<file path="src/rtl/core/gbn_pkg.sv">
// Shared types and constants of the go-back-n sender.
`timescale 1ns / 1ps

package gbn_pkg;

	localparam int DEF_WINDOW_DEPTH = 16;
	localparam int DEF_SEQ_BITS     = 8;
	localparam int DEF_PAYLOAD_BITS = 64;
	localparam int DEF_TIMER_BITS   = 16;

	localparam int MAX_WINDOW     = 15;
	localparam int CNT_BITS       = 4;
	localparam int WIN_BITS       = 4;
	localparam int TMO_BITS       = 16;
	localparam int CFG_INDEX_BITS = 2;
	localparam int CFG_DATA_BITS  = 16;

	localparam logic [WIN_BITS-1:0] WIN_RESET = WIN_BITS'(15);
	localparam logic [TMO_BITS-1:0] TMO_RESET = TMO_BITS'(1000);

	localparam logic [CFG_INDEX_BITS-1:0] REG_WINDOW  = CFG_INDEX_BITS'(0);
	localparam logic [CFG_INDEX_BITS-1:0] REG_TIMEOUT = CFG_INDEX_BITS'(1);

	typedef enum logic [1:0] {
		KIND_SEND = 2'd0,
		KIND_ACK  = 2'd1,
		KIND_TICK = 2'd2,
		KIND_NONE = 2'd3
	} in_kind_t;

	typedef enum logic [1:0] {
		RES_SENT    = 2'd0,
		RES_REFUSED = 2'd1,
		RES_ACK     = 2'd2,
		RES_RESENT  = 2'd3
	} res_kind_t;

endpackage

</file>
<file path="src/rtl/core/gbn_ram.sv">
// Generic single-port-write, single-port-read RAM with registered read data.
`timescale 1ns / 1ps

module gbn_ram #(
	parameter int WIDTH = 64,
	parameter int DEPTH = 16
) (
	input  logic                     clk,
	input  logic                     we,
	input  logic [$clog2(DEPTH)-1:0] waddr,
	input  logic [WIDTH-1:0]         wdata,
	input  logic                     re,
	input  logic [$clog2(DEPTH)-1:0] raddr,
	output logic [WIDTH-1:0]         rdata
);

	logic [WIDTH-1:0] mem [DEPTH];

	always_ff @(posedge clk) begin
		if (we) begin
			mem[waddr] <= wdata;
		end
		if (re) begin
			rdata <= mem[raddr];
		end
	end

endmodule

</file>
<file path="src/rtl/core/gbn_mod.sv">
// Reduction of a sequence number modulo the store depth by reciprocal multiplication.
`timescale 1ns / 1ps

module gbn_mod #(
	parameter int SEQ_BITS = 8,
	parameter int DEPTH    = 16
) (
	input  logic                     clk,
	input  logic                     arst_n,
	input  logic                     start,
	input  logic [SEQ_BITS-1:0]      value,
	output logic                     done,
	output logic [$clog2(DEPTH)-1:0] rem
);

	localparam int     AW    = $clog2(DEPTH);
	localparam int     SH    = SEQ_BITS + AW;
	localparam int     MW    = SEQ_BITS + 2;
	localparam int     PW    = SH + SEQ_BITS;
	localparam int     QW    = SEQ_BITS + AW;
	localparam longint RECIP = ((longint'(1) << SH) + longint'(DEPTH) - 1) / longint'(DEPTH);
	localparam logic [MW-1:0] RECIP_C = MW'(RECIP);
	localparam logic [QW-1:0] DEPTH_C = QW'(DEPTH);

	logic                vld_s1;
	logic [PW-1:0]       prod_s1;
	logic [SEQ_BITS-1:0] val_s1;
	logic                done_q;
	logic [AW-1:0]       rem_q;
	logic [SEQ_BITS-1:0] quot;
	logic [QW-1:0]       rem_full;

	// rounded-up reciprocal gives the exact quotient for every SEQ_BITS-wide value
	always_comb begin
		quot     = prod_s1[SH +: SEQ_BITS];
		rem_full = QW'(val_s1) - QW'(quot) * DEPTH_C;
	end

	always_ff @(posedge clk or negedge arst_n) begin
		if (!arst_n) begin
			vld_s1 <= 1'b0;
			done_q <= 1'b0;
		end else begin
			vld_s1 <= start;
			done_q <= vld_s1;
		end
	end

	always_ff @(posedge clk) begin
		if (start) begin
			prod_s1 <= PW'(value) * PW'(RECIP_C);
			val_s1  <= value;
		end
		if (vld_s1) begin
			rem_q <= rem_full[AW-1:0];
		end
	end

	assign done = done_q;
	assign rem  = rem_q;

endmodule

</file>
<file path="src/rtl/core/go_back_n_sender.sv">
// Go-back-n sender top level: window control, retransmit timer and resend sequencer.
//
//  channel | dir | handshake         | content
//  s_      | in  | s_tvalid/s_tready | tuser kind; tdata payload, ack_num, ack_checksum_ok
//  m_      | out | m_tvalid/m_tready | tuser result_kind; tdata result fields; tlast last
//  cfg_    | in  | cfg_valid/ready   | cfg_index register, cfg_data value
//
// A send, ack or tick is taken while the block is idle and the output register is empty or
// drains. A timer expiry reduces the window base to a store address, then reads up to 15
// packets through the store's read port, oldest first, each once the output register is free.
// Reset clears the window, the timer and the output register; the store needs no clearing.
// A stall on m_ holds the output word and blocks s_ until the word is taken.
`timescale 1ns / 1ps

module go_back_n_sender
	import gbn_pkg::*;
#(
	parameter int WINDOW_DEPTH = DEF_WINDOW_DEPTH,
	parameter int SEQ_BITS     = DEF_SEQ_BITS,
	parameter int PAYLOAD_BITS = DEF_PAYLOAD_BITS,
	parameter int TIMER_BITS   = DEF_TIMER_BITS,
	localparam int IN_F  = PAYLOAD_BITS + SEQ_BITS + 1,
	localparam int IN_W  = ((IN_F + 7) / 8) * 8,
	localparam int OUT_F = 3 * SEQ_BITS + PAYLOAD_BITS + 1,
	localparam int OUT_W = ((OUT_F + 7) / 8) * 8
) (
	input  logic                      clk,
	input  logic                      arst_n,
	input  logic                      s_tvalid,
	output logic                      s_tready,
	input  logic [IN_W-1:0]           s_tdata,  // payload, ack_num, ack_checksum_ok
	input  logic [1:0]                s_tuser,  // kind
	output logic                      m_tvalid,
	input  logic                      m_tready,
	output logic [OUT_W-1:0]          m_tdata,  // seq_num, packet_payload, window_base,
	                                            // next_sequence, ack_accepted
	output logic [1:0]                m_tuser,  // result_kind
	output logic                      m_tlast,
	input  logic                      cfg_valid,
	output logic                      cfg_ready,
	input  logic [CFG_INDEX_BITS-1:0] cfg_index,
	input  logic [CFG_DATA_BITS-1:0]  cfg_data
);

	localparam int AW    = $clog2(WINDOW_DEPTH);
	localparam int CMP_W = SEQ_BITS + 8;
	localparam int CW    = (TIMER_BITS > TMO_BITS) ? TIMER_BITS : TMO_BITS;
	localparam logic [SEQ_BITS-1:0]   SEQ_MAX = {SEQ_BITS{1'b1}};
	localparam logic [TIMER_BITS-1:0] TMR_MAX = {TIMER_BITS{1'b1}};
	localparam logic [AW-1:0]         ADDR_TOP = AW'(WINDOW_DEPTH - 1);

	typedef enum logic [1:0] {
		ST_IDLE,
		ST_MOD,
		ST_RETX
	} state_t;

	// store address of the sequence number after s, given the address of s
	function automatic logic [AW-1:0] addr_step(input logic [AW-1:0] a,
		input logic [SEQ_BITS-1:0] s);
		logic [AW-1:0] r;
		if (s == SEQ_MAX || a == ADDR_TOP) begin
			r = '0;
		end else begin
			r = a + 1'b1;
		end
		return r;
	endfunction

	state_t                  state_q;
	logic [SEQ_BITS-1:0]     base_q;
	logic [SEQ_BITS-1:0]     next_q;
	logic [AW-1:0]           next_addr_q;
	logic [TIMER_BITS-1:0]   tmr_cnt_q;
	logic                    tmr_run_q;
	logic [WIN_BITS-1:0]     win_q;
	logic [TMO_BITS-1:0]     tmo_q;
	logic [CNT_BITS-1:0]     cnt_q;
	logic [CNT_BITS-1:0]     last_idx_q;
	logic [SEQ_BITS-1:0]     seq_q;
	logic [AW-1:0]           rd_addr_q;

	logic                    m_tvalid_q;
	res_kind_t               res_kind_q;
	logic [SEQ_BITS-1:0]     o_seq_q;
	logic [PAYLOAD_BITS-1:0] o_pay_q;
	logic [SEQ_BITS-1:0]     o_base_q;
	logic [SEQ_BITS-1:0]     o_next_q;
	logic                    o_acc_q;
	logic                    o_last_q;

	logic                    slot_free;
	logic                    in_acc;
	in_kind_t                in_kind;
	logic [PAYLOAD_BITS-1:0] in_payload;
	logic [SEQ_BITS-1:0]     in_ack;
	logic                    in_ok;
	logic [SEQ_BITS-1:0]     outstanding;
	logic [SEQ_BITS-1:0]     n_sat;
	logic                    win_ok;
	logic                    ack_ok;
	logic [SEQ_BITS-1:0]     base_new;
	logic [CW-1:0]           tmo_ext;
	logic [TIMER_BITS-1:0]   limit;
	logic [TIMER_BITS-1:0]   cnt_inc;
	logic                    retx_emit;
	logic                    retx_last;
	logic                    out_load;

	logic                    ram_we;
	logic                    ram_re;
	logic [AW-1:0]           ram_raddr;
	logic [PAYLOAD_BITS-1:0] ram_rdata;
	logic                    mod_start;
	logic                    mod_done;
	logic [AW-1:0]           mod_rem;

	always_comb begin
		slot_free   = !m_tvalid_q || m_tready;
		s_tready    = (state_q == ST_IDLE) && slot_free;
		in_acc      = s_tvalid && s_tready;
		in_kind     = in_kind_t'(s_tuser);
		in_payload  = s_tdata[PAYLOAD_BITS-1:0];
		in_ack      = s_tdata[PAYLOAD_BITS +: SEQ_BITS];
		in_ok       = s_tdata[PAYLOAD_BITS + SEQ_BITS];
		outstanding = next_q - base_q;
		n_sat       = (CMP_W'(outstanding) > CMP_W'(MAX_WINDOW)) ?
		              SEQ_BITS'(MAX_WINDOW) : outstanding;
		win_ok      = (CMP_W'(outstanding) < CMP_W'(win_q)) &&
		              (CMP_W'(outstanding) < CMP_W'(WINDOW_DEPTH));
		ack_ok      = in_ok && (SEQ_BITS'(in_ack - base_q) < outstanding);
		base_new    = ack_ok ? SEQ_BITS'(in_ack + 1'b1) : base_q;

		tmo_ext = CW'(tmo_q);
		if (tmo_q == '0) begin
			limit = TIMER_BITS'(1);
		end else if (tmo_ext > CW'(TMR_MAX)) begin
			limit = TMR_MAX;
		end else begin
			limit = tmo_ext[TIMER_BITS-1:0];
		end
		cnt_inc = (tmr_cnt_q == TMR_MAX) ? tmr_cnt_q : tmr_cnt_q + 1'b1;

		retx_emit = (state_q == ST_RETX) && slot_free;
		retx_last = (cnt_q == last_idx_q);
		out_load  = (in_acc && ((in_kind == KIND_SEND) || (in_kind == KIND_ACK))) ||
		            retx_emit;

		ram_we    = in_acc && (in_kind == KIND_SEND) && win_ok;
		mod_start = in_acc && (in_kind == KIND_TICK) && tmr_run_q &&
		            (cnt_inc >= limit) && (outstanding != '0);
		ram_re    = ((state_q == ST_MOD) && mod_done) || (retx_emit && !retx_last);
		ram_raddr = (state_q == ST_MOD) ? mod_rem : rd_addr_q;
	end

	gbn_ram #(
		.WIDTH(PAYLOAD_BITS),
		.DEPTH(WINDOW_DEPTH)
	) u_store (
		.clk   (clk),
		.we    (ram_we),
		.waddr (next_addr_q),
		.wdata (in_payload),
		.re    (ram_re),
		.raddr (ram_raddr),
		.rdata (ram_rdata)
	);

	gbn_mod #(
		.SEQ_BITS(SEQ_BITS),
		.DEPTH   (WINDOW_DEPTH)
	) u_mod (
		.clk    (clk),
		.arst_n (arst_n),
		.start  (mod_start),
		.value  (base_q),
		.done   (mod_done),
		.rem    (mod_rem)
	);

	always_ff @(posedge clk or negedge arst_n) begin
		if (!arst_n) begin
			state_q     <= ST_IDLE;
			base_q      <= '0;
			next_q      <= '0;
			next_addr_q <= '0;
			tmr_cnt_q   <= '0;
			tmr_run_q   <= 1'b0;
			win_q       <= WIN_RESET;
			tmo_q       <= TMO_RESET;
			cnt_q       <= '0;
			m_tvalid_q  <= 1'b0;
		end else begin
			if (cfg_valid && cfg_ready) begin
				case (cfg_index)
					REG_WINDOW:  win_q <= cfg_data[WIN_BITS-1:0];
					REG_TIMEOUT: tmo_q <= cfg_data[TMO_BITS-1:0];
					default: ;
				endcase
			end

			// load a new word, or drop the old one once taken
			if (out_load) begin
				m_tvalid_q <= 1'b1;
			end else if (slot_free) begin
				m_tvalid_q <= 1'b0;
			end

			case (state_q)
				ST_IDLE: begin
					if (in_acc) begin
						case (in_kind)
							KIND_SEND: begin
								o_last_q   <= 1'b1;
								o_acc_q    <= 1'b0;
								o_base_q   <= base_q;
								if (win_ok) begin
									res_kind_q  <= RES_SENT;
									o_seq_q     <= next_q;
									o_pay_q     <= in_payload;
									o_next_q    <= next_q + 1'b1;
									next_q      <= next_q + 1'b1;
									next_addr_q <= addr_step(next_addr_q, next_q);
									if (outstanding == '0) begin
										tmr_run_q <= 1'b1;
										tmr_cnt_q <= '0;
									end
								end else begin
									res_kind_q <= RES_REFUSED;
									o_seq_q    <= '0;
									o_pay_q    <= '0;
									o_next_q   <= next_q;
								end
							end
							KIND_ACK: begin
								o_last_q   <= 1'b1;
								res_kind_q <= RES_ACK;
								o_seq_q    <= '0;
								o_pay_q    <= '0;
								o_acc_q    <= ack_ok;
								o_base_q   <= base_new;
								o_next_q   <= next_q;
								base_q     <= base_new;
								tmr_cnt_q  <= '0;
								tmr_run_q  <= (next_q != base_new);
							end
							KIND_TICK: begin
								if (tmr_run_q) begin
									if (cnt_inc >= limit) begin
										tmr_cnt_q <= '0;
										if (outstanding != '0) begin
											last_idx_q <= CNT_BITS'(n_sat - 1'b1);
											cnt_q      <= '0;
											state_q    <= ST_MOD;
										end
									end else begin
										tmr_cnt_q <= cnt_inc;
									end
								end
							end
							default: ;
						endcase
					end
				end
				ST_MOD: begin
					// first read goes out with the reduced base address
					if (mod_done) begin
						seq_q     <= base_q;
						rd_addr_q <= addr_step(mod_rem, base_q);
						state_q   <= ST_RETX;
					end
				end
				ST_RETX: begin
					if (retx_emit) begin
						res_kind_q <= RES_RESENT;
						o_seq_q    <= seq_q;
						o_pay_q    <= ram_rdata;
						o_base_q   <= base_q;
						o_next_q   <= next_q;
						o_acc_q    <= 1'b0;
						o_last_q   <= retx_last;
						if (retx_last) begin
							state_q <= ST_IDLE;
						end else begin
							cnt_q     <= cnt_q + 1'b1;
							seq_q     <= seq_q + 1'b1;
							rd_addr_q <= addr_step(rd_addr_q, seq_q + 1'b1);
						end
					end
				end
				default: state_q <= ST_IDLE;
			endcase
		end
	end

	assign cfg_ready = 1'b1;
	assign m_tvalid  = m_tvalid_q;
	assign m_tuser   = res_kind_q;
	assign m_tlast   = o_last_q;
	assign m_tdata   = OUT_W'({o_acc_q, o_next_q, o_base_q, o_pay_q, o_seq_q});

	a_busy_holds_window: assert property (@(posedge clk) disable iff (!arst_n)
		(state_q != ST_IDLE) |=> $stable(base_q) && $stable(next_q))
		else $error("window moved during retransmit");

	a_outstanding_bound: assert property (@(posedge clk) disable iff (!arst_n)
		CMP_W'(SEQ_BITS'(next_q - base_q)) <= CMP_W'(MAX_WINDOW))
		else $error("too many packets outstanding");

	a_timer_needs_packets: assert property (@(posedge clk) disable iff (!arst_n)
		tmr_run_q |-> (next_q != base_q))
		else $error("timer running with nothing outstanding");

	a_resend_tail: assert property (@(posedge clk) disable iff (!arst_n)
		(state_q == ST_RETX) && retx_emit && retx_last |=> (state_q == ST_IDLE) && m_tvalid)
		else $error("final resend word not presented");

endmodule

</file>
<file path="config.mk">
export PLATFORM = sky130hd
export DESIGN_NAME = go_back_n_sender
export DESIGN_NICKNAME = d
export VERILOG_FILES = /design/src/rtl/core/gbn_pkg.sv /design/src/rtl/core/gbn_ram.sv /design/src/rtl/core/gbn_mod.sv /design/src/rtl/core/go_back_n_sender.sv
export SDC_FILE = /design/constraint.sdc
export NUM_CORES = 1
export LEC_CHECK = 0
export CORE_ASPECT_RATIO = 0.6
export CORE_MARGIN = 2
export CORE_UTILIZATION = 32
export DETAILED_ROUTE_END_ITERATION = 8
export DONT_BUFFER_PORTS = 1
export GPL_ROUTABILITY_DRIVEN = 0
export GPL_TIMING_DRIVEN = 0
export PLACE_DENSITY = 0.56
export SYNTH_ARGS = -nofsm -noshare
export SYNTH_HDL_FRONTEND = slang
export SYNTH_SLANG_ARGS = --single-unit
export TNS_END_PERCENT = 100
</file>
<file path="constraint.sdc">
create_clock -name clk -period 10.5 [get_ports clk]
set_input_delay 0 -clock clk [delete_from_list [all_inputs] [get_ports clk]]
set_output_delay 0 -clock clk [all_outputs]
set_load 0.1 [all_outputs]
</file>
# Yosys cells after proc, flatten, opt, wreduce, memory -nomap -nowiden
# Memory sizes are Yosys's and may differ from the RTL's. A register that Yosys moved wholly into a read port is not among the register bits.
# Cells that the tools add are included.
# totals
register_bits,182
ram_bits,1024
in_bits,105
output_inout_bits,102
elab_cells,197
memories,1
# op_classes
add_sub_neg,12
n_lt_le_gt_ge,6
n_eq_ne,28
muxes,78
reduce_logical,48
# memory_table
memory,words,word_bits,read_ports,rd_clocked_by_memory_dff,write_ports,line_no,rtl
u_store.mem,16,64,1,1,1,gbn_ram.sv:17,logic [WIDTH-1:0] mem [DEPTH];
# op_table
cell,count
one-hot mux 64 bit (2 select lines),2
2-to-1 mux 64 bit,3
2-to-1 mux 16 bit,7
one-hot mux 8 bit (2 select lines),7
2-to-1 mux 8 bit,12
2-to-1 mux 4 bit,15
one-hot mux 16 bit (3 select lines),1
"adder 8 x 1 -> 8 bit, second input constant",3
"== test 8 bit, second input constant",3
2-to-1 mux 2 bit,10
AND reduction 5 bit,4
"adder 16 x 1 -> 16 bit, second input constant",1
"adder 4 x 1 -> 4 bit, second input constant",4
"== test 16 bit, second input constant",1
greater-or-equal comparator 16 bit,1
"greater-than comparator 16 bit, second input constant",1
zero test 16 bit,1
"!= test 2 bit, second input constant",8
one-hot mux 4 bit (2 select lines),2
AND reduction 8 bit,2
subtractor 8 bit,2
logical AND 1 bit,14
"== test 4 bit, second input constant",3
2-to-1 mux 1 bit,12
27 further kinds,53

# Longest topological paths before layout
# Gate-level depths: netlist (run 1).
# depth
depth_word,9
depth_mapped,19

# By module
# From an unflattened synthesis (run 1), not the netlist that was laid out.
# hier_totals
hier_cells,2514
area_unflattened_um2,50048.0
# modules_own_cells
module,instances,cells_each,area_per_inst_um2
gbn_ram,1,1647,40222.3
go_back_n_sender,1,857,9535.4
gbn_mod,1,10,290.3

# Worst setup path before layout (run 1)
# No wires, ideal clock.
# synth_path
kind,register to register
from,"register m_tvalid_q, in the netlist m_tvalid"
to,"register res_kind_q[0], in the netlist m_tuser[0] (enable)"
setup_ns,0.796
t_arrival_ns,10.399
t_required_ns,9.704
path_slack_ns,-0.695
path_stages_with_launch,3
synth_period_minus_slack_ns,11.195
path_cell_list,dfrtp_1 > nor2b_1 > nor4b_1
# synth_via
elab_chain_len,6
# synth_rtl
element,line_no,rtl
start: declaration,go_back_n_sender.sv:83,logic m_tvalid_q;
start signal: assignment,go_back_n_sender.sv:192,m_tvalid_q <= 1'b0;
start signal: assignment,go_back_n_sender.sv:204,m_tvalid_q <= 1'b1;
start signal: assignment,go_back_n_sender.sv:206,m_tvalid_q <= 1'b0;
zero test 1 bit *,go_back_n_sender.sv:119,slot_free = !m_tvalid_q || m_tready;
logical OR 1 bit *,go_back_n_sender.sv:119,
logical AND 1 bit,go_back_n_sender.sv:120,s_tready = (state_q == ST_IDLE) && slot_free;
logical AND 1 bit,go_back_n_sender.sv:121,in_acc = s_tvalid && s_tready;
!= test 2 bit (no line),n/a,
AND reduction 5 bit (no line) *,n/a,
end signal: assignment,go_back_n_sender.sv:218,res_kind_q <= RES_SENT;
end signal: assignment,go_back_n_sender.sv:229,res_kind_q <= RES_REFUSED;
end signal: assignment,go_back_n_sender.sv:237,res_kind_q <= RES_ACK;
end: declaration,go_back_n_sender.sv:84,res_kind_t res_kind_q;
# Every way passes the cells marked *; elsewhere a longest branch is shown, timed or not.
# A chain may end at the register's enable or synchronous reset.

# Worst setup path after layout (run 1)
# layout_path
from,register base_q[1]
to,memory u_store.mem[13][34] (enable)
# layout_via
elab_chain_len,6
# layout_rtl
element,line_no,rtl
start: declaration,go_back_n_sender.sv:71,logic [SEQ_BITS-1:0] base_q;
start signal: assignment,go_back_n_sender.sv:243,base_q <= base_new;
subtractor 8 bit *,go_back_n_sender.sv:126,outstanding = next_q - base_q;
less-than comparator 8 x 4 -> 1 bit / less-than comparator 8 x 5 -> 1 bit (equally long branches),"go_back_n_sender.sv:129, go_back_n_sender.sv:130",
logical AND 1 bit *,go_back_n_sender.sv:129,win_ok = (CMP_W'(outstanding) < CMP_W'(win_q)) &&
logical AND 1 bit *,go_back_n_sender.sv:149,ram_we = in_acc && (in_kind == KIND_SEND) && win_ok;
2-to-1 mux 1 bit *,gbn_ram.sv:20,if (we) begin
2-to-1 mux 1 bit (implied by the code) *,gbn_ram.sv:21,mem[waddr] <= wdata;
end: declaration,gbn_ram.sv:17,
# Marked as above.

==> summary.txt, run 1 <==
Tot GR Track Use: 16.3%
Clock tree from TritonCTS: yes
Netlist cell types: 72
Post-DP HPWL: 84.5 mm
Final cell count without fillers: 5198
VDD IR max: 0.000163 V
TritonCTS Buffers: 118
Die width: 518 µm
Share of the yosys chip area belonging to registers: 74.5%
HP Class: in2reg
Number of synthesized register bits: 1270
Core footprint: 0.158 mm²
Reg2Reg Depth: 16
Initial antenna violation count: 18
DIE HEIGHT: 313 µm
Buffers on Ports: 0
Crit path max fanout: 22
Leakage power: 19.3 nW
DR vias/cell: 5.11
Critical Path End Type: flip-flop
CTS root buffer: clkbuf_16
CTS Hold Bufs: 128
Wire per inst: 25.6 µm
HP Start: cfg_data[10]
Initial DRC count: 3134
Syn avg cell area: 19.1 µm²
Finished Cell Area: 0.0596 mm²
Fmax: 193 MHz
Synth area leaders: edfxtp_1, mux4_2, dfrtp_1, nand2_1, ha_1
Initial Utilization: 32.1%
First-pass GRT wire length: 193 mm
Critical path, cell by cell: inv_1, ha_1, nor2b_1, o21a_1, nor2_1, xor2_1, inv_1, ha_1, o21ai_0, and4b_1, o211a_1, buf_2, buf_2, nand3_1, nor2_4, buf_12
Post-synthesis cell count: 2653
Io pins: 207
CP max stage cell: nor2_4
DRC Markers: 0
Post-synth top area share: 71.2%
R2r setup slk: 5.31 ns
Most frequent cells in the layout: edfxtp_1, mux4_2, nand2_1, dlygate4sd3_1, clkbuf_16
Ys flop type: edfxtp_1
Crit path buf inv count: 5
Period utilization: 49.4%
Worst EP required: 10.93 ns
Post-CTS Setup Bufs: 0
CTS sink cnt: 1270
Synthesis-to-layout area growth: 17.4%
Worst hold endpoint: tmo_ext[10]
Most common cell after layout, fill and taps aside: edfxtp_1
WHS: 0.0430 ns
YS warnings: 0
Layout cells sized above 1: 20.0%
Mapped Area: 0.0508 mm²
Pwr dens: 218 mW/mm²
Nets: 3132
Utilization after layout: 37.7%
Vias in the first global route: 26500
First-pass DRT Iterations: 5
Cell Rows: 113
Slew HR: 6.26%
Final worst slack: 5.31 ns
Critical path class: reg2reg
Setup violations, final: 0
Largest stage delay, worst path: 0.85 ns
Fill cells: 14400
Post-CTS Resized: 0
Asr flop ratio synth: 5.20%
Worst-path clk slew: 0.06 ns
Detail Route Antenna Nets: 0
TNS Setup: 0 ns
Worst-skew pair later-pin latency: 0.77 ns
Final Routed Wirelength: 133 mm
Via count: 26600
Slew at the pin closest to its max-slew limit: 1.41 ns
Placed Instances: 4851
Dpl ws: 5.25 ns
Clock skew: 0.0658 ns
Total Power: 13.0 mW
DIE AREA: 0.162 mm²
Final hold violations: 0
Yosys top cell by area: edfxtp_1
Max-cap viol count: 0
WP data arrival: 5.62 ns
Overflow after GRT: 0
Longest Clk Path Bufs: 3
Critical Path Start Type: flip-flop
Multi-input gate area: 0.0121 mm²
Cell family with most CP delay: simple AND/OR/NAND/NOR gates
FF-to-FF End: u_store.mem[13][34]
Tmin final: 5.19 ns
RSZ-0062 raised after global routing: no
Placed cell areas: 0.0546 mm²
Max Slew Vio Count: 0
Register area: 0.0378 mm²
Hold Path Cell Cnt: 2
Result of the run: finished clean
Worst flop-to-flop path startpoint: base_q[1]
EDFF count, synth: 1204
H-Tree Depth: 3
Largest net degree at the start of global routing: 57
## synthesized netlist by cell type (all sizes together) (35+ instances only)
library cell and count:
a211oi 66, a21oi 42, a22o 75, a31oi 75
and2 75, buf 83, clkbuf 62, dfrtp 56
edfxtp 1204, ha 53, inv 57, mux4 256
nand2 197, nor2 35, o21ai 45, xnor2 44
## worst reg2reg max path: stages (launching register included)
cell	delay [ns]
dfrtp_1	0.55
inv_1	0.23
ha_1	0.33
nor2b_1	0.14
o21a_1	0.16
nor2_1	0.11
xor2_1	0.41
inv_1	0.12
ha_1	0.29
o21ai_0	0.06
and4b_1	0.25
o211a_1	0.18
buf_2	0.23
buf_2	0.27
nand3_1	0.36
nor2_4	0.85
buf_12	0.30
## flip-flops by register name (all words and copies together), names as in the netlist, 4 cells and up
signal / flops
tmo_ext: 16
base_q: 8
o_base_q: 8
last_idx_q: 4
u_mod.rem: 4
next_q: 8
cnt_q: 4
u_store.rdata: 64
rd_addr_q: 4
seq_q: 8
o_seq_q: 8
tmr_cnt_q: 16
o_pay_q: 64
u_mod.prod_s1: 4
win_q: 4
u_store.mem: 1024
o_next_q: 8
next_addr_q: 4
## worst max-delay path by stage
stage                          endpoint  slack [ns]  depth (start not counted)  startpoint
finish              u_store.mem[13][34]        5.31                         16   base_q[1]
CTS                 u_store.mem[13][36]        5.26                         16   base_q[1]
detailed placement  u_store.mem[13][41]        5.25                         16   base_q[1]
global placement     u_store.mem[3][34]       -6.55                          8    m_tvalid
floorplan             u_store.mem[3][0]        0.62                          8    m_tvalid
global route        u_store.mem[13][44]        4.91                         16   base_q[1]
## where the power goes
group | leakage [nW] | switching (mW) | internal, mW | total [mW]
registers | 11.7 | 0.671 | 5.89 | 6.56
logic | 5.85 | 1.36 | 0.884 | 2.24
clock network | 1.79 | 1.93 | 2.26 | 4.18
## layout make-up
cell class,count,share of cell area (%)
diodes,4,0.0168
plain buffers,145,1.30
clock buffers,149,5.24
clock inverters,66,0.984
inverters,57,0.359
multi-input cells,1187,20.3
flip-flops and latches,1270,63.4
well taps,2127,4.46
repair buffers,193,3.92
## layer usage
layer / up-vias / track usage (%) / wire, µm
met3: 158 / 3.72 / 10600
met4: 8 / 2.71 / 2010
li1: 11400 / - / -
met1: 14000 / 25.5 / 63400
met2: 1006 / 23.3 / 56900
met5: - / 0 / 57
## kinds of logic after synthesis
group	synth area share, %
AOI/OAI and AO/OA	5.00
xor gates and xnor gates	1.12
adders and majority gates	1.39
buffers and inverters	1.95
DFF	74.5
muxes	12.1
other	0.0148
and+or+nand+nor	3.97
Power figures use the tool's default switching activity.
==> run 2, diff against run 1 <==
--- a/config.mk
+++ b/config.mk
@@ -5,6 +5,7 @@
 export SDC_FILE = /design/constraint.sdc
 export NUM_CORES = 1
 export LEC_CHECK = 0
+export ABC_AREA = 1
 export CORE_ASPECT_RATIO = 0.6
 export CORE_MARGIN = 2
 export CORE_UTILIZATION = 32
@@ -12,7 +13,7 @@
 export DONT_BUFFER_PORTS = 1
 export GPL_ROUTABILITY_DRIVEN = 0
 export GPL_TIMING_DRIVEN = 0
-export PLACE_DENSITY = 0.56
+export PLACE_DENSITY = 0.55
 export SYNTH_ARGS = -nofsm -noshare
 export SYNTH_HDL_FRONTEND = slang
 export SYNTH_SLANG_ARGS = --single-unit
==> constraint.sdc (replaced) <==
create_clock -name clk -period 5.2 [get_ports clk]
set_input_delay 0 -clock clk [delete_from_list [all_inputs] [get_ports clk]]
set_output_delay 0 -clock clk [all_outputs]
set_load 0.1 [all_outputs]
==> summary.txt, run 2 <==
Switching Fraction: 38.1% (+7.6 points)
Buffers on Ports: 0 (unchanged)
P_int: 19.6 mW (+120%)
Max Slew Vio Count: 0 (unchanged)
Critical path class: reg2reg
VDD IR max: 0.000303 V (+86%)
Core footprint: 0.159 mm² (+0.45%)
TritonCTS Buffers: 117 (-0.85%)
Critical Path End Type: flip-flop
DRC Markers: 0 (unchanged)
Synth area leaders: edfxtp_1, o21ai_0, nor2_1, o221ai_1, dfrtp_1
Most common cell after layout, fill and taps aside: edfxtp_1
CTS root buffer: clkbuf_16
WHS: 0.116 ns (+0.0727 ns)
Clock tree from TritonCTS: yes
Fill cells: 15000 (+3.9%)
Share of the yosys chip area belonging to registers: 73.8% (-0.72 points)
Largest Register: u_store.mem
Number of synthesized register bits: 1270 (unchanged)
Number of flip-flops in the largest register: 1024 (unchanged)
Critical Path Stages: 16 (unchanged)
Cell Rows: 113 (unchanged)
Worst flop-to-flop path startpoint: base_q[2]
Slew at the pin closest to its max-slew limit: 1.38 ns (-0.0269 ns)
Critical Path Start Type: flip-flop
Netlist cell types: 55 (-24%)
Cell family with most CP delay: simple AND/OR/NAND/NOR gates
Overflow after GRT: 0 (unchanged)
Post-CTS Setup Bufs: 0 (unchanged)
Synth top cells by count: edfxtp_1, nor2_1, o21ai_0
Initial Utilization: 32.3% (+0.17 points)
R2r setup slk: 0.24 ns (-5.07 ns)
Ys flop type: edfxtp_1
EDFF count, synth: 1204 (unchanged)
Max-cap viol count: 0 (unchanged)
Syn avg cell area: 13.4 µm² (-30%)
Yosys top cell by area: edfxtp_1
Vias in the first global route: 32300 (+22%)
Total Power: 31.6 mW (+140%)
Final cell count without fillers: 6384 (+23%)
Clock skew: 0.0315 ns (-0.0343 ns)
WP data arrival: 5.39 ns (-0.23 ns)
Comb pwr share: 27.6% (+10 points)
Asr flop ratio synth: 5.20% (unchanged)
Worst EP required: 5.63 ns (-5.30 ns)
Worst-skew pair later-pin latency: 0.76 ns (about the same)
Initial antenna violation count: 19 (+1)
Pwr dens: 523 mW/mm² (+140%)
Top flop regs: u_store.mem (1024), o_pay_q (64), u_store.rdata (64)
HP Start: s_tdata[69]
Slew HR: 8.06% (+1.8 points)
First-pass GRT wire length: 243 mm (+26%)
Via count: 34800 (+31%)
Layout cells sized above 1: 7.74% (-12 points)
Synthesis-to-layout area growth: 18.1%
FF-to-FF End: u_store.mem[10][45]
Tot GR Track Use: 20.6% (+4.3 points)
RSZ-0062 raised after global routing: no
Critical path, cell by cell: inv_1, ha_1, or2_1, and2_4, xor2_1, ha_1, a21oi_1, o21a_1, nand3_4, inv_1, nand2_2, inv_2, nand2_1, nor2_4, buf_12, buf_12
Final hold violations: 0 (unchanged)
Post-synth top area share: 70.5% (-0.69 points)
Wire per inst: 27.0 µm (+5.7%)
CTS sink cnt: 1270 (unchanged)
Worst-path clk slew: 0.07 ns (about the same)
Crit path max fanout: 19 (-14%)
Hold Path Cell Cnt: 8 (+6)
DR vias/cell: 5.45 (+6.6%)
Clock power share: 27.9% (-4.3 points)
Detail Route Antenna Nets: 0 (unchanged)
Longest Clk Path Bufs: 3 (unchanged)
Largest net degree at the start of global routing: 57 (unchanged)
Count leader, synth: edfxtp_1
HP Class: in2reg
CP max stage cell: nor2_4
Power share of the sequential group: 44.6% (-5.9 points)
Post-DP HPWL: 117 mm (+38%)
Final Routed Wirelength: 173 mm (+30%)
Initial DRC count: 5276 (+68%)
Die width: 521 µm (+0.48%)
First-pass DRT Iterations: 6 (+1)
Most frequent cells in the layout: edfxtp_1, o21ai_0, nor2_1, nand2_1, clkbuf_1
Leakage power: 19.9 nW (+2.8%)
DIE HEIGHT: 314 µm (+0.48%)
Setup violations, final: 0 (unchanged)
TNS Setup: 0 ns (unchanged)
Final worst slack: 0.245 ns (-5.07 ns)
Worst hold endpoint: base_q[3]
Largest stage delay, worst path: 0.58 ns (-0.27 ns)
Tmin final: 4.96 ns (-0.230 ns)
Sw power: 12.0 mW (+200%)
Io pins: 207 (unchanged)
Post-synthesis cell count: 3837 (+45%)
Dpl ws: -0.194 ns (-5.45 ns)
Reg2Reg Depth: 16 (unchanged)
Period utilization: 95.3% (+46 points)
YS warnings: 0 (unchanged)
H-Tree Depth: 3 (unchanged)
Mapped Area: 0.0513 mm² (+0.97%)
Nets: 4316 (+38%)
DIE AREA: 0.164 mm² (+0.96%)
Crit path buf inv count: 5 (unchanged)
Placed Instances: 6030 (+24%)
Fmax: 202 MHz (+4.6%)
Result of the run: finished clean
-- run 2: cell count changes in the layout (fill, tap and decap cells not counted), moves of 76 or more --
cell | before | now
o21ai_0 | 35 | 585
nor2_1 | 29 | 573
mux4_2 | 256 | 0
o221ai_1 | 0 | 172
clkbuf_1 | 90 | 227
o22ai_1 | 7 | 103
inv_1 | 57 | 147
o211ai_1 | 0 | 86
nand3_1 | 27 | 103
-- run 2: kinds of logic (layout without fill, tap and decap cells) --
logic type	after synthesis	count (layout)	share of synthesized area (%)
compound gates	1077	1077	13.0
other cells	2	15	0.0147
mux	1	1	0.0195
simple gates	992	992	7.95
flops	1270	1270	73.8
fa+ha+maj	55	55	1.37
xor+xnor	41	41	0.715
buf+inv	399	806	3.12
-- run 2: cell type report --
| class | instances | area [µm²] | share of cell area (%) |
|---|---|---|---|
| inverters | 155 | 582 | 0.961 |
| diodes | 7 | 17.5 | 0.0289 |
| clock inverters | 65 | 736 | 1.22 |
| flip-flops and latches | 1270 | 37800 | 62.5 |
| multi-input cells | 2174 | 12000 | 19.9 |
| repair buffers | 194 | 2590 | 4.28 |
| clock buffers | 148 | 3090 | 5.10 |
| well taps | 2127 | 2660 | 4.40 |
| plain buffers | 244 | 1020 | 1.68 |
-- run 2: routing by layer --
metal / part of all wire, % / vias up / global-route usage [%]
met5: 0.033 / - / 0
met2: 40 / 1985 / 28.0
li1: - / 15100 / -
met1: 46 / 17500 / 32.5
met3: 12 / 240 / 5.75
met4: 1.9 / 10 / 3.98
-- run 2: metrics by stage --
| stage | area [µm²] | util, % |
|---|---|---|
| global route | 60500 | 38.2 |
| floorplan | 51300 | - |
| finish | 60500 | 38.2 |
| CTS | 60500 | 38.1 |
| global placement | 54000 | 34.0 |
| detailed placement | 55300 | 34.9 |
-- run 2: timing repair --
| item | 4_1_cts | 5_1_grt |
|---|---|---|
| hold buffers | 134 | 0 |
| hold endpoints to repair | 1288 | 0 |
| gates cloned | 0 | 0 |
| setup endpoints to repair | 219 | 102 |
| gates resized for setup | 1 | 2 |
-- run 2: worst max path at each step --
stage / startpoint / endpoint
after floorplan: m_tvalid / m_tuser[0]
after global placement: m_tvalid / u_store.mem[12][29]
after detailed placement: m_tvalid / u_store.mem[10][29]
after CTS: m_tvalid / u_store.mem[10][46]
after global routing: base_q[2] / u_store.mem[10][45]
final: base_q[2] / u_store.mem[10][45]
-- run 2: power groups by stage --
stage | Clock [mW] | Combinational, mW | Sequential, mW
final | 8.82 | 8.72 | 14.1
after global routing | 9.33 | 9.52 | 14.2
after CTS | 8.95 | 8.56 | 14.1
after detailed placement | 0 | 8.24 | 14.3
after global placement | 0 | 8.05 | 14.4
after floorplan | 0 | 5.04 | 14.2
-- run 2: worst reg2reg max path, delay by kind of cell, from the launching register on --
family	cells	cell delay, ns
flops	1	0.44
fa+ha+maj	2	0.66
buf+inv	5	1.17
xor+xnor	1	0.31
simple gates	6	1.67
compound gates	2	0.36
